===== config.mk =====
export PLATFORM = sky130hd
export DESIGN_NAME = register_file_integer_alu
export DESIGN_NICKNAME = d
export VERILOG_FILES = /design/src/rfa_pkg.sv /design/src/rfa_regfile.sv /design/src/rfa_serial_alu.sv /design/src/register_file_integer_alu.sv
export SDC_FILE = /design/constraint.sdc
export NUM_CORES = 2
export LEC_CHECK = 0
export BUFFER_PORTS_ARGS = -buffer_cell sky130_fd_sc_hd__buf_4
export CAP_MARGIN = 20
export CORE_ASPECT_RATIO = 0.75
export CORE_MARGIN = 3
export CORE_UTILIZATION = 49
export DETAILED_ROUTE_END_ITERATION = 16
export PLACE_DENSITY = 0.7
export SLEW_MARGIN = 20
export SYNTH_ARGS = -nofsm -noshare
export SYNTH_HDL_FRONTEND = slang
export SYNTH_SLANG_ARGS = --single-unit

===== constraint.sdc =====
create_clock -name clk_i -period 12.4 [get_ports clk_i]
set_input_delay 0.62 -clock clk_i [delete_from_list [all_inputs] [get_ports clk_i]]
set_output_delay 0.62 -clock clk_i [all_outputs]
set_load 0.05 [all_outputs]

===== src/rfa_pkg.sv =====
// Package of the register file ALU: opcodes, state types, control struct.
// Depends on nothing; imported by every module of the block.
`timescale 1ns / 1ps
`default_nettype none

package rfa_pkg;

  // Fixed field widths of the item ports
  localparam int unsigned FIELD_OP_W  = 3;
  localparam int unsigned FIELD_IDX_W = 5;
  localparam int unsigned FIELD_VAL_W = 32;

  typedef enum logic [FIELD_OP_W-1:0] {
    OP_ADD  = 3'd0,
    OP_SUB  = 3'd1,
    OP_MUL  = 3'd2,
    OP_DIV  = 3'd3,
    OP_MOD  = 3'd4,
    OP_LOAD = 3'd5
  } op_e;

  // Sequencer of the top level
  typedef enum logic [2:0] {
    ST_IDLE,
    ST_READ_SRC,
    ST_READ_DST,
    ST_DISPATCH,
    ST_WAIT,
    ST_DONE
  } state_e;

  // Iterative arithmetic unit
  typedef enum logic [2:0] {
    A_IDLE,
    A_PREP,
    A_ITER,
    A_FIX,
    A_ADJ,
    A_DONE
  } alu_state_e;

  typedef struct packed {
    logic start;
    op_e  op;
  } alu_ctrl_t;

endpackage

`default_nettype wire


===== src/rfa_regfile.sv =====
// Register file of the ALU: memory with two registered read ports, one write.
// Per-entry valid bits give the all-zero reset. Depends on rfa_pkg.
`timescale 1ns / 1ps
`default_nettype none

module rfa_regfile #(
  parameter int unsigned REGISTER_COUNT = 32,
  parameter int unsigned DATA_WIDTH     = 32,
  parameter int unsigned IDX_W          = 5
) (
  input  logic                  clk_i,
  input  logic                  rst_ni,
  input  logic [IDX_W-1:0]      rd_addr_a_i,
  input  logic [IDX_W-1:0]      rd_addr_b_i,
  output logic [DATA_WIDTH-1:0] rd_data_a_o,
  output logic [DATA_WIDTH-1:0] rd_data_b_o,
  input  logic                  wr_en_i,
  input  logic [IDX_W-1:0]      wr_addr_i,
  input  logic [DATA_WIDTH-1:0] wr_data_i
);
  import rfa_pkg::*;

  logic [DATA_WIDTH-1:0] mem_q [REGISTER_COUNT];
  logic [REGISTER_COUNT-1:0] valid_q;
  logic [DATA_WIDTH-1:0] rd_data_a_q;
  logic [DATA_WIDTH-1:0] rd_data_b_q;

  // Entries never written since reset read as zero
  always_ff @(posedge clk_i or negedge rst_ni) begin
    if (!rst_ni) begin
      valid_q <= '0;
    end else if (wr_en_i) begin
      valid_q[wr_addr_i] <= 1'b1;
    end
  end

  // Storage and registered reads
  always_ff @(posedge clk_i) begin
    if (wr_en_i) begin
      mem_q[wr_addr_i] <= wr_data_i;
    end
    rd_data_a_q <= valid_q[rd_addr_a_i] ? mem_q[rd_addr_a_i] : '0;
    rd_data_b_q <= valid_q[rd_addr_b_i] ? mem_q[rd_addr_b_i] : '0;
  end

  assign rd_data_a_o = rd_data_a_q;
  assign rd_data_b_o = rd_data_b_q;

endmodule

`default_nettype wire


===== src/rfa_serial_alu.sv =====
// Iterative arithmetic unit: bit-serial add/sub, shift-add multiply and
// restoring divide, one operand bit per cycle. Depends on rfa_pkg.
`timescale 1ns / 1ps
`default_nettype none

module rfa_serial_alu #(
  parameter int unsigned DATA_WIDTH = 32
) (
  input  logic                  clk_i,
  input  logic                  rst_ni,
  input  rfa_pkg::alu_ctrl_t    ctrl_i,
  input  logic [DATA_WIDTH-1:0] a_i,
  input  logic [DATA_WIDTH-1:0] b_i,
  output logic                  done_o,
  output logic [DATA_WIDTH-1:0] result_o
);
  import rfa_pkg::*;

  localparam int unsigned CntW = $clog2(DATA_WIDTH);
  localparam logic [CntW-1:0] LastCnt = CntW'(DATA_WIDTH - 1);

  alu_state_e state_q, state_d;
  op_e op_q, op_d;
  logic [DATA_WIDTH-1:0] x_q, x_d;     // left operand / dividend / quotient
  logic [DATA_WIDTH-1:0] y_q, y_d;     // right operand / divisor magnitude
  logic [DATA_WIDTH-1:0] acc_q, acc_d; // result / partial remainder
  logic [DATA_WIDTH-1:0] div_q, div_d; // divisor as given, for the mod fixup
  logic carry_q, carry_d;
  logic nega_q, nega_d;
  logic negq_q, negq_d;
  logic [CntW-1:0] cnt_q, cnt_d;

  logic [DATA_WIDTH-1:0] rem_sh;
  logic [DATA_WIDTH:0]   trial;
  logic                  sum_bit;

  // Next state
  always_comb begin
    state_d = state_q;
    unique case (state_q)
      A_IDLE: begin
        if (ctrl_i.start) begin
          state_d = (ctrl_i.op == OP_DIV || ctrl_i.op == OP_MOD) ? A_PREP : A_ITER;
        end
      end
      A_PREP: state_d = A_ITER;
      A_ITER: begin
        if (cnt_q == '0) begin
          state_d = (op_q == OP_DIV || op_q == OP_MOD) ? A_FIX : A_DONE;
        end
      end
      A_FIX:  state_d = (op_q == OP_MOD) ? A_ADJ : A_DONE;
      A_ADJ:  state_d = A_DONE;
      A_DONE: state_d = A_IDLE;
      default: state_d = A_IDLE;
    endcase
  end

  // Datapath
  always_comb begin
    op_d    = op_q;
    x_d     = x_q;
    y_d     = y_q;
    acc_d   = acc_q;
    div_d   = div_q;
    carry_d = carry_q;
    nega_d  = nega_q;
    negq_d  = negq_q;
    cnt_d   = cnt_q;

    sum_bit = x_q[0] ^ y_q[0] ^ carry_q;
    rem_sh  = {acc_q[DATA_WIDTH-2:0], x_q[DATA_WIDTH-1]};
    trial   = {1'b0, rem_sh} - {1'b0, y_q};

    unique case (state_q)
      A_IDLE: begin
        if (ctrl_i.start) begin
          op_d    = ctrl_i.op;
          x_d     = a_i;
          y_d     = (ctrl_i.op == OP_SUB) ? ~b_i : b_i;
          acc_d   = '0;
          div_d   = b_i;
          carry_d = (ctrl_i.op == OP_SUB);
          nega_d  = a_i[DATA_WIDTH-1];
          negq_d  = a_i[DATA_WIDTH-1] ^ b_i[DATA_WIDTH-1];
          cnt_d   = LastCnt;
        end
      end
      // Magnitudes for the unsigned divide
      A_PREP: begin
        x_d = nega_q ? (~x_q + 1'b1) : x_q;
        y_d = y_q[DATA_WIDTH-1] ? (~y_q + 1'b1) : y_q;
      end
      A_ITER: begin
        cnt_d = cnt_q - 1'b1;
        case (op_q) inside
          OP_ADD, OP_SUB: begin
            acc_d   = {sum_bit, acc_q[DATA_WIDTH-1:1]};
            carry_d = (x_q[0] & y_q[0]) | (carry_q & (x_q[0] ^ y_q[0]));
            x_d     = {1'b0, x_q[DATA_WIDTH-1:1]};
            y_d     = {1'b0, y_q[DATA_WIDTH-1:1]};
          end
          OP_MUL: begin
            if (y_q[0]) begin
              acc_d = acc_q + x_q;
            end
            x_d = {x_q[DATA_WIDTH-2:0], 1'b0};
            y_d = {1'b0, y_q[DATA_WIDTH-1:1]};
          end
          OP_DIV, OP_MOD: begin
            acc_d = trial[DATA_WIDTH] ? rem_sh : trial[DATA_WIDTH-1:0];
            x_d   = {x_q[DATA_WIDTH-2:0], ~trial[DATA_WIDTH]};
          end
          default: ;
        endcase
      end
      // Signs of quotient or remainder
      A_FIX: begin
        if (op_q == OP_DIV) begin
          acc_d = negq_q ? (~x_q + 1'b1) : x_q;
        end else begin
          acc_d = nega_q ? (~acc_q + 1'b1) : acc_q;
        end
      end
      // Negative remainder gets the divisor added
      A_ADJ: begin
        if (acc_q[DATA_WIDTH-1]) begin
          acc_d = acc_q + div_q;
        end
      end
      A_DONE: ;
      default: ;
    endcase
  end

  always_ff @(posedge clk_i or negedge rst_ni) begin
    if (!rst_ni) begin
      state_q <= A_IDLE;
    end else begin
      state_q <= state_d;
    end
  end

  always_ff @(posedge clk_i) begin
    op_q    <= op_d;
    x_q     <= x_d;
    y_q     <= y_d;
    acc_q   <= acc_d;
    div_q   <= div_d;
    carry_q <= carry_d;
    nega_q  <= nega_d;
    negq_q  <= negq_d;
    cnt_q   <= cnt_d;
  end

  assign done_o   = (state_q == A_DONE);
  assign result_o = acc_q;

endmodule

`default_nettype wire


===== src/register_file_integer_alu.sv =====
// Top level of the register file ALU: sequencer, index reduction, output register.
// Depends on rfa_pkg, rfa_regfile and rfa_serial_alu.
//
// Use: one input channel (in_valid_i / in_ready_o) carries an instruction item
// (op, destination, two sources, immediate); one output channel (out_valid_o /
// out_ready_i) returns the destination's new value, its index and the
// divide-by-zero flag. Items are handled one at a time; in_ready_o is high
// while the sequencer is idle, also while an earlier result waits in the
// output register.
// LOAD, undefined ops and zero divisors bypass the serial unit. ADD, SUB and
// MUL go through it; DIV and MOD add a magnitude step before it and a sign fix
// after, and MOD a remainder adjust at the end. The serial unit takes one operand
// bit per cycle. Registered reads of the file fetch both sources, then the
// destination, before dispatch.
// Reset clears every register of the file to zero at once (valid bits) and
// empties the output register. When the receiver stalls, the finished item
// waits in the sequencer and the file is written only as the result moves to
// the output register.
`timescale 1ns / 1ps
`default_nettype none

module register_file_integer_alu #(
  parameter int unsigned REGISTER_COUNT = 32,
  parameter int unsigned DATA_WIDTH     = 32
) (
  input  logic                                   clk_i,
  input  logic                                   rst_ni,
  input  logic                                   in_valid_i,
  output logic                                   in_ready_o,
  input  logic [rfa_pkg::FIELD_OP_W-1:0]         op_i,
  input  logic [rfa_pkg::FIELD_IDX_W-1:0]        dest_index_i,
  input  logic [rfa_pkg::FIELD_IDX_W-1:0]        first_source_i,
  input  logic [rfa_pkg::FIELD_IDX_W-1:0]        second_source_i,
  input  logic signed [rfa_pkg::FIELD_VAL_W-1:0] immediate_i,
  output logic                                   out_valid_o,
  input  logic                                   out_ready_i,
  output logic signed [rfa_pkg::FIELD_VAL_W-1:0] written_value_o,
  output logic [rfa_pkg::FIELD_IDX_W-1:0]        written_index_o,
  output logic                                   divide_by_zero_o
);
  import rfa_pkg::*;

  localparam int unsigned IdxW = $clog2(REGISTER_COUNT);
  localparam logic [8:0] RegCount9 = 9'(REGISTER_COUNT);

  // Index modulo the register count, one bit per step
  function automatic logic [IdxW-1:0] reduce_index(input logic [FIELD_IDX_W-1:0] idx);
    logic [8:0] rem;
    rem = '0;
    for (int i = FIELD_IDX_W - 1; i >= 0; i--) begin
      rem = {rem[7:0], idx[i]};
      if (rem >= RegCount9) begin
        rem = rem - RegCount9;
      end
    end
    return IdxW'(rem);
  endfunction

  state_e state_q, state_d;
  op_e op_q;
  logic [IdxW-1:0] dst_q, src1_q, src2_q;
  logic [DATA_WIDTH-1:0] imm_q, a_q, b_q, res_q;
  logic wr_q, flag_q;

  logic out_valid_q;
  logic signed [FIELD_VAL_W-1:0] out_value_q;
  logic [FIELD_IDX_W-1:0] out_index_q;
  logic out_flag_q;

  logic in_accept, out_free, b_nz, use_alu, alu_done;
  logic [IdxW-1:0] rd_addr_a;
  logic [DATA_WIDTH-1:0] rd_data_a, rd_data_b, alu_result;
  logic rf_wr_en;
  alu_ctrl_t alu_ctrl;

  assign in_accept = in_valid_i & in_ready_o;
  assign out_free  = ~out_valid_q | out_ready_i;
  assign b_nz      = |b_q;

  // Which ops go through the serial unit
  always_comb begin
    unique case (op_q) inside
      OP_ADD, OP_SUB, OP_MUL: use_alu = 1'b1;
      OP_DIV, OP_MOD:         use_alu = b_nz;
      default:                use_alu = 1'b0;
    endcase
  end

  // Next state
  always_comb begin
    state_d = state_q;
    unique case (state_q)
      ST_IDLE:     if (in_accept) state_d = ST_READ_SRC;
      ST_READ_SRC: state_d = ST_READ_DST;
      ST_READ_DST: state_d = ST_DISPATCH;
      ST_DISPATCH: state_d = use_alu ? ST_WAIT : ST_DONE;
      ST_WAIT:     if (alu_done) state_d = ST_DONE;
      ST_DONE:     if (out_free) state_d = ST_IDLE;
      default:     state_d = ST_IDLE;
    endcase
  end

  // Sequencer outputs
  always_comb begin
    in_ready_o     = (state_q == ST_IDLE);
    rd_addr_a      = (state_q == ST_READ_DST) ? dst_q : src1_q;
    alu_ctrl.start = (state_q == ST_DISPATCH) && use_alu;
    alu_ctrl.op    = op_q;
    rf_wr_en       = (state_q == ST_DONE) && out_free && wr_q;
  end

  always_ff @(posedge clk_i or negedge rst_ni) begin
    if (!rst_ni) begin
      state_q <= ST_IDLE;
    end else begin
      state_q <= state_d;
    end
  end

  // Item fields, operands and result
  always_ff @(posedge clk_i) begin
    if (in_accept) begin
      op_q   <= op_e'(op_i);
      dst_q  <= reduce_index(dest_index_i);
      src1_q <= reduce_index(first_source_i);
      src2_q <= reduce_index(second_source_i);
      imm_q  <= DATA_WIDTH'(immediate_i);
    end
    if (state_q == ST_READ_DST) begin
      a_q <= rd_data_a;
      b_q <= rd_data_b;
    end
    if (state_q == ST_DISPATCH) begin
      unique case (op_q) inside
        OP_DIV, OP_MOD: begin
          res_q  <= rd_data_a;
          wr_q   <= 1'b0;
          flag_q <= ~b_nz;
        end
        OP_LOAD: begin
          res_q  <= imm_q;
          wr_q   <= 1'b1;
          flag_q <= 1'b0;
        end
        default: begin
          res_q  <= rd_data_a;
          wr_q   <= 1'b0;
          flag_q <= 1'b0;
        end
      endcase
    end
    if (state_q == ST_WAIT && alu_done) begin
      res_q <= alu_result;
      wr_q  <= 1'b1;
    end
  end

  // Output register
  always_ff @(posedge clk_i or negedge rst_ni) begin
    if (!rst_ni) begin
      out_valid_q <= 1'b0;
    end else if (state_q == ST_DONE && out_free) begin
      out_valid_q <= 1'b1;
    end else if (out_ready_i) begin
      out_valid_q <= 1'b0;
    end
  end

  always_ff @(posedge clk_i) begin
    if (state_q == ST_DONE && out_free) begin
      out_value_q <= FIELD_VAL_W'($signed(res_q));
      out_index_q <= FIELD_IDX_W'(dst_q);
      out_flag_q  <= flag_q;
    end
  end

  assign out_valid_o      = out_valid_q;
  assign written_value_o  = out_value_q;
  assign written_index_o  = out_index_q;
  assign divide_by_zero_o = out_flag_q;

  rfa_regfile #(
    .REGISTER_COUNT(REGISTER_COUNT),
    .DATA_WIDTH    (DATA_WIDTH),
    .IDX_W         (IdxW)
  ) u_regfile (
    .clk_i      (clk_i),
    .rst_ni     (rst_ni),
    .rd_addr_a_i(rd_addr_a),
    .rd_addr_b_i(src2_q),
    .rd_data_a_o(rd_data_a),
    .rd_data_b_o(rd_data_b),
    .wr_en_i    (rf_wr_en),
    .wr_addr_i  (dst_q),
    .wr_data_i  (res_q)
  );

  rfa_serial_alu #(
    .DATA_WIDTH(DATA_WIDTH)
  ) u_alu (
    .clk_i   (clk_i),
    .rst_ni  (rst_ni),
    .ctrl_i  (alu_ctrl),
    .a_i     (a_q),
    .b_i     (b_q),
    .done_o  (alu_done),
    .result_o(alu_result)
  );

endmodule

`default_nettype wire


==> summary.md <==
| Metric | Value |
|---|---|
| Arrival time worst endpoint | between 6000 and 7000 ps |
| Share of cells above drive strength 1 | ~15% |
| Top_reg_cell synth | edfxtp_1 |
| Relative slew slack | between 10% and 20% |
| DRC | 0 |
| HPWL Detailed | 139 mm |
| Number of synthesized flops with an enable pin | 1348 |
| Critical Path Sink Type | register |
| Synth top area cells | edfxtp_1, mux4_2, a211oi_1 |
| Routed WL | around 230 mm |
| Switching power total | 1.96 mW |
| Int Power | roughly 8.0 mW |
| Sequential area share after synthesis | between 50% and 60% |
| Adder-cell share of the synthesized area | under 10% |
| Most frequent cells after synthesis | edfxtp_1, nand2_1, a211oi_1, clkbuf_1, mux4_2 |
| Cell variety after synth | 78 |
| Syn_nets | 5728 |
| Largest net degree at the start of global routing | around 230 |
| Status | finished clean |
| Combinational power share | less than 1% |
| Number of port buffers | 93 |
| Total global-route track usage | between 30% and 40% |
| Fillcell total | 11600 |
| Asr flop ratio synth | around 2.7% |
| Reg power frac | a little over half |
| #FFs+latches synth | 1452 |
| Layout area overhead | 11.5% |
| Num Clock Sinks | ~1500 |
| Sum Neg Setup Slack | 0 ps |
| Sw frac | between 10% and 20% |
| Largest family of logic cells by synthesized area | compound AO/OA/AOI/OAI gates |
| Post-DP Area | ~75000 sq um |
| Cell total after placement | ~7300 |
| Post-synthesis xor/xnor area fraction | about 2.6% |
| Max-Cap Viols | 0 |
| DIE AREA | 153000 sq um |
| First-pass DRT Iterations | 7 |
| Number of CTS-inserted buffers | 144 |
| Fin area | a little over 80000 sq um |
| Post-Syn Instances | around 5600 |
| Worst hold path type | primary input to register |
| Period minus WS final | approximately 5700 ps |
| Vias/cell | around 6.8 |
| Wire per inst | 30.7 um |
| Die Ht | around 340 um |
| Avg Cell Area, Syn | about 13 sq um |
| Worst-path fanout max | 204 |
| Clk pin slew, worst setup/hold paths | 60 ps |
| Final setup fails | 0 |
| Multiplexer share of the synthesized area | between 10% and 20% |
| Final hold violations | 0 |
| Clock Power Share | ~47% |
| IO Pins | 94 |
| Post-Syn Area | ~73000 sq um |
| CP required | around 13000 ps |
| Worst-Margin Slew | approximately 1300 ps |
| Max Slew Vio Count | 0 |
| Initial Utilization | 49.6% |
| Fin cells | ~7600 |
| Period Utilization, post-route | between 40% and 50% |
| FMAX | about 170 MHz |
| Nets | 5700 |
| Compound-gate portion of the synthesized area | 12.7% |
| Max Clock Skew | 34.2 ps |
| Synth warn | 0 |
| Final core occ | 55.4% |
| GRT overflow | 0 |
| Final ANT Viol Nets | 0 |
| Post-CTS Setup Inserts | 0 |
| CP cell instances | inv_1 > nor3_4 > mux2i_4 > buf_4 > buf_12 > buf_4 > a211oi_1 > a311oi_1 > a21oi_1 > a211oi_1 > a21oi_1 > nor2_1 |
| Share of the synthesized area in the top cell type | between 50 and 60% |
| Worst skew pair latency | roughly 790 ps |
| Yosys top cell by area | edfxtp_1 |
| Vias in the first global route | slightly below 50000 |
| CP max stage delay | around 1000 ps |
| CP max stage cell | mux2i_4 |
| Clock Path Buffers | 3 |
| Initial drt markers | ~8500 |
| Core area | around 150000 sq um |
| FP Rows | 121 |
| Via count | around 52000 |
| PwrDens | 123 nW/um^2 |
| Routability cong. | 0.957 |
| Kind of critical path | register to register |
| Hold_ws | 46.3 ps |
| Max H-tree Level | 4 |
| CTS tree | built |
| Antenna violations before repair | 4 |
| RSZ-0062 raised after global routing | no |
| Worst IR Drop VDD | roughly 0.00012 V |
| Static Leak | between 20 and 30 nW |
| Area share of and/or/nand/nor cells after synthesis | 9.93% |
| CP startpoint kind | register |
| Die Span X | between 400 and 500 um |
| CTS root buffer | clkbuf_16 |
| Top-count cell post-synth | edfxtp_1 |
| First-pass GRT wire length | 338 mm |
## cell usage in the layout, fill, tap and decap left out, types with 23 or more instances in the layout
master         instances
a211oi_1             386
a21o_1                39
a21oi_1              320
a221o_1               36
a22oi_1               26
a311oi_1             134
a31oi_1              144
and2_1               273
buf_4                186
clkbuf_1              26
clkbuf_16            148
clkinv_1              23
dfrtp_1               39
dfxtp_1               65
dlygate4sd3_1         39
edfxtp_1            1348
ha_1                  99
inv_1                 66
mux2i_1               76
mux4_2               330
nand2_1              732
nand2b_1              29
nand3_1               45
nor2_1               208
nor2_4                32
nor3_1                39
o21ai_0              127
or2_2                 46
or3_1                 33
xnor2_1              105
xor2_1               111
## cell type report
cell class              instances  area, sq um  area share, %
repair buffers                245         2140           2.64
diodes                          1         2.50        0.00309
flip-flops and latches       1452        42800           52.8
clock buffers                 185         3950           4.89
multi-input cells            3634        28300           35.0
clock inverters                83         1010           1.24
inverters                      66          248          0.306
well taps                    1968         2460           3.04
## timing repair
| action | CTS | global route |
|---|---|---|
| resized for setup | 0 | 0 |
| endpoints found under the setup margin | 0 | 0 |
| endpoints found under the hold margin | 77 | 0 |
| hold buffers | 39 | 0 |
## power groups by stage
stage                     Sequential (mW)  Clock [mW]  Combinational [mW]
after floorplan                      5.38           0            0.000115
after global placement               5.38           0              0.0214
after detailed placement             5.38           0              0.0209
after CTS                            5.27        4.65              0.0317
after global routing                 5.27        4.85              0.0344
final                                5.27        4.61              0.0330
## cells by family (layout without fill, tap and decap cells)
group | count (synthesis) | after routing
fa+ha+maj | 103 | 103
buf+inv | 485 | 579
flops | 1452 | 1452
compound gates | 1352 | 1352
other cells | 0 | 1
mux | 415 | 415
simple gates | 1548 | 1548
xor+xnor | 216 | 216
## sequential cells by signal, indices dropped and copies added, names as in the netlist, 5 cells and up
register               cells
a_q                       32
imm_q                     32
u_alu.y_q                 32
u_alu.cnt_q                5
u_alu.div_q               32
src2_q                     5
res_q                     32
u_regfile.valid_q         32
u_alu.result_o            32
u_regfile.rd_data_a_o     32
u_regfile.rd_data_b_o     32
dst_q                      5
written_value_o           32
written_index_o            5
u_regfile.mem_q         1024
src1_q                     5
b_q                       32
u_alu.x_q                 32
## per-layer routing
metal  vias up  part of all wire (%)  GRT usage, %
li1      21700                     -             -
met1     25800                    40          44.3
met2      3634                    42          41.9
met3       463                    15          9.21
met4         2                   3.8          10.9
met5         -                0.0056             0
## per-stage QoR
| step | power, mW | setup slack, ps |
|---|---|---|
| global route | 10.2 | 6330 |
| finish | 9.92 | 6680 |
| CTS | 9.96 | 6880 |
| floorplan | 5.38 | 6710 |
| detailed placement | 5.40 | 6920 |
| global placement | 5.40 | 7090 |
## final timing paths
check / startpoint / to / slack (ps) / cells past startpoint
worst min-delay path: dest_index_i[0] / dst_q[0] / 50 / 1
worst min register to register: u_regfile.rd_data_b_o[8] / b_q[8] / 400 / 0
max in group asynchronous: rst_ni / u_regfile.valid_q[27] / 11460 / 2
min in group asynchronous: rst_ni / out_valid_o / 460 / 2
worst max-delay path: state_q[1] / u_regfile.rd_data_a_o[12] / 6680 / 12
worst max register to register: state_q[1] / u_regfile.rd_data_a_o[12] / 6680 / 12
## worst max-delay path: cells and delay by family (launching register included)
kind / cells / cell delay, ps
compound gates: 5 / 890
simple gates: 2 / 780
mux: 1 / 990
buf+inv: 4 / 2030
flops: 1 / 460
No activity file was read; power rests on OpenSTA's default activity.
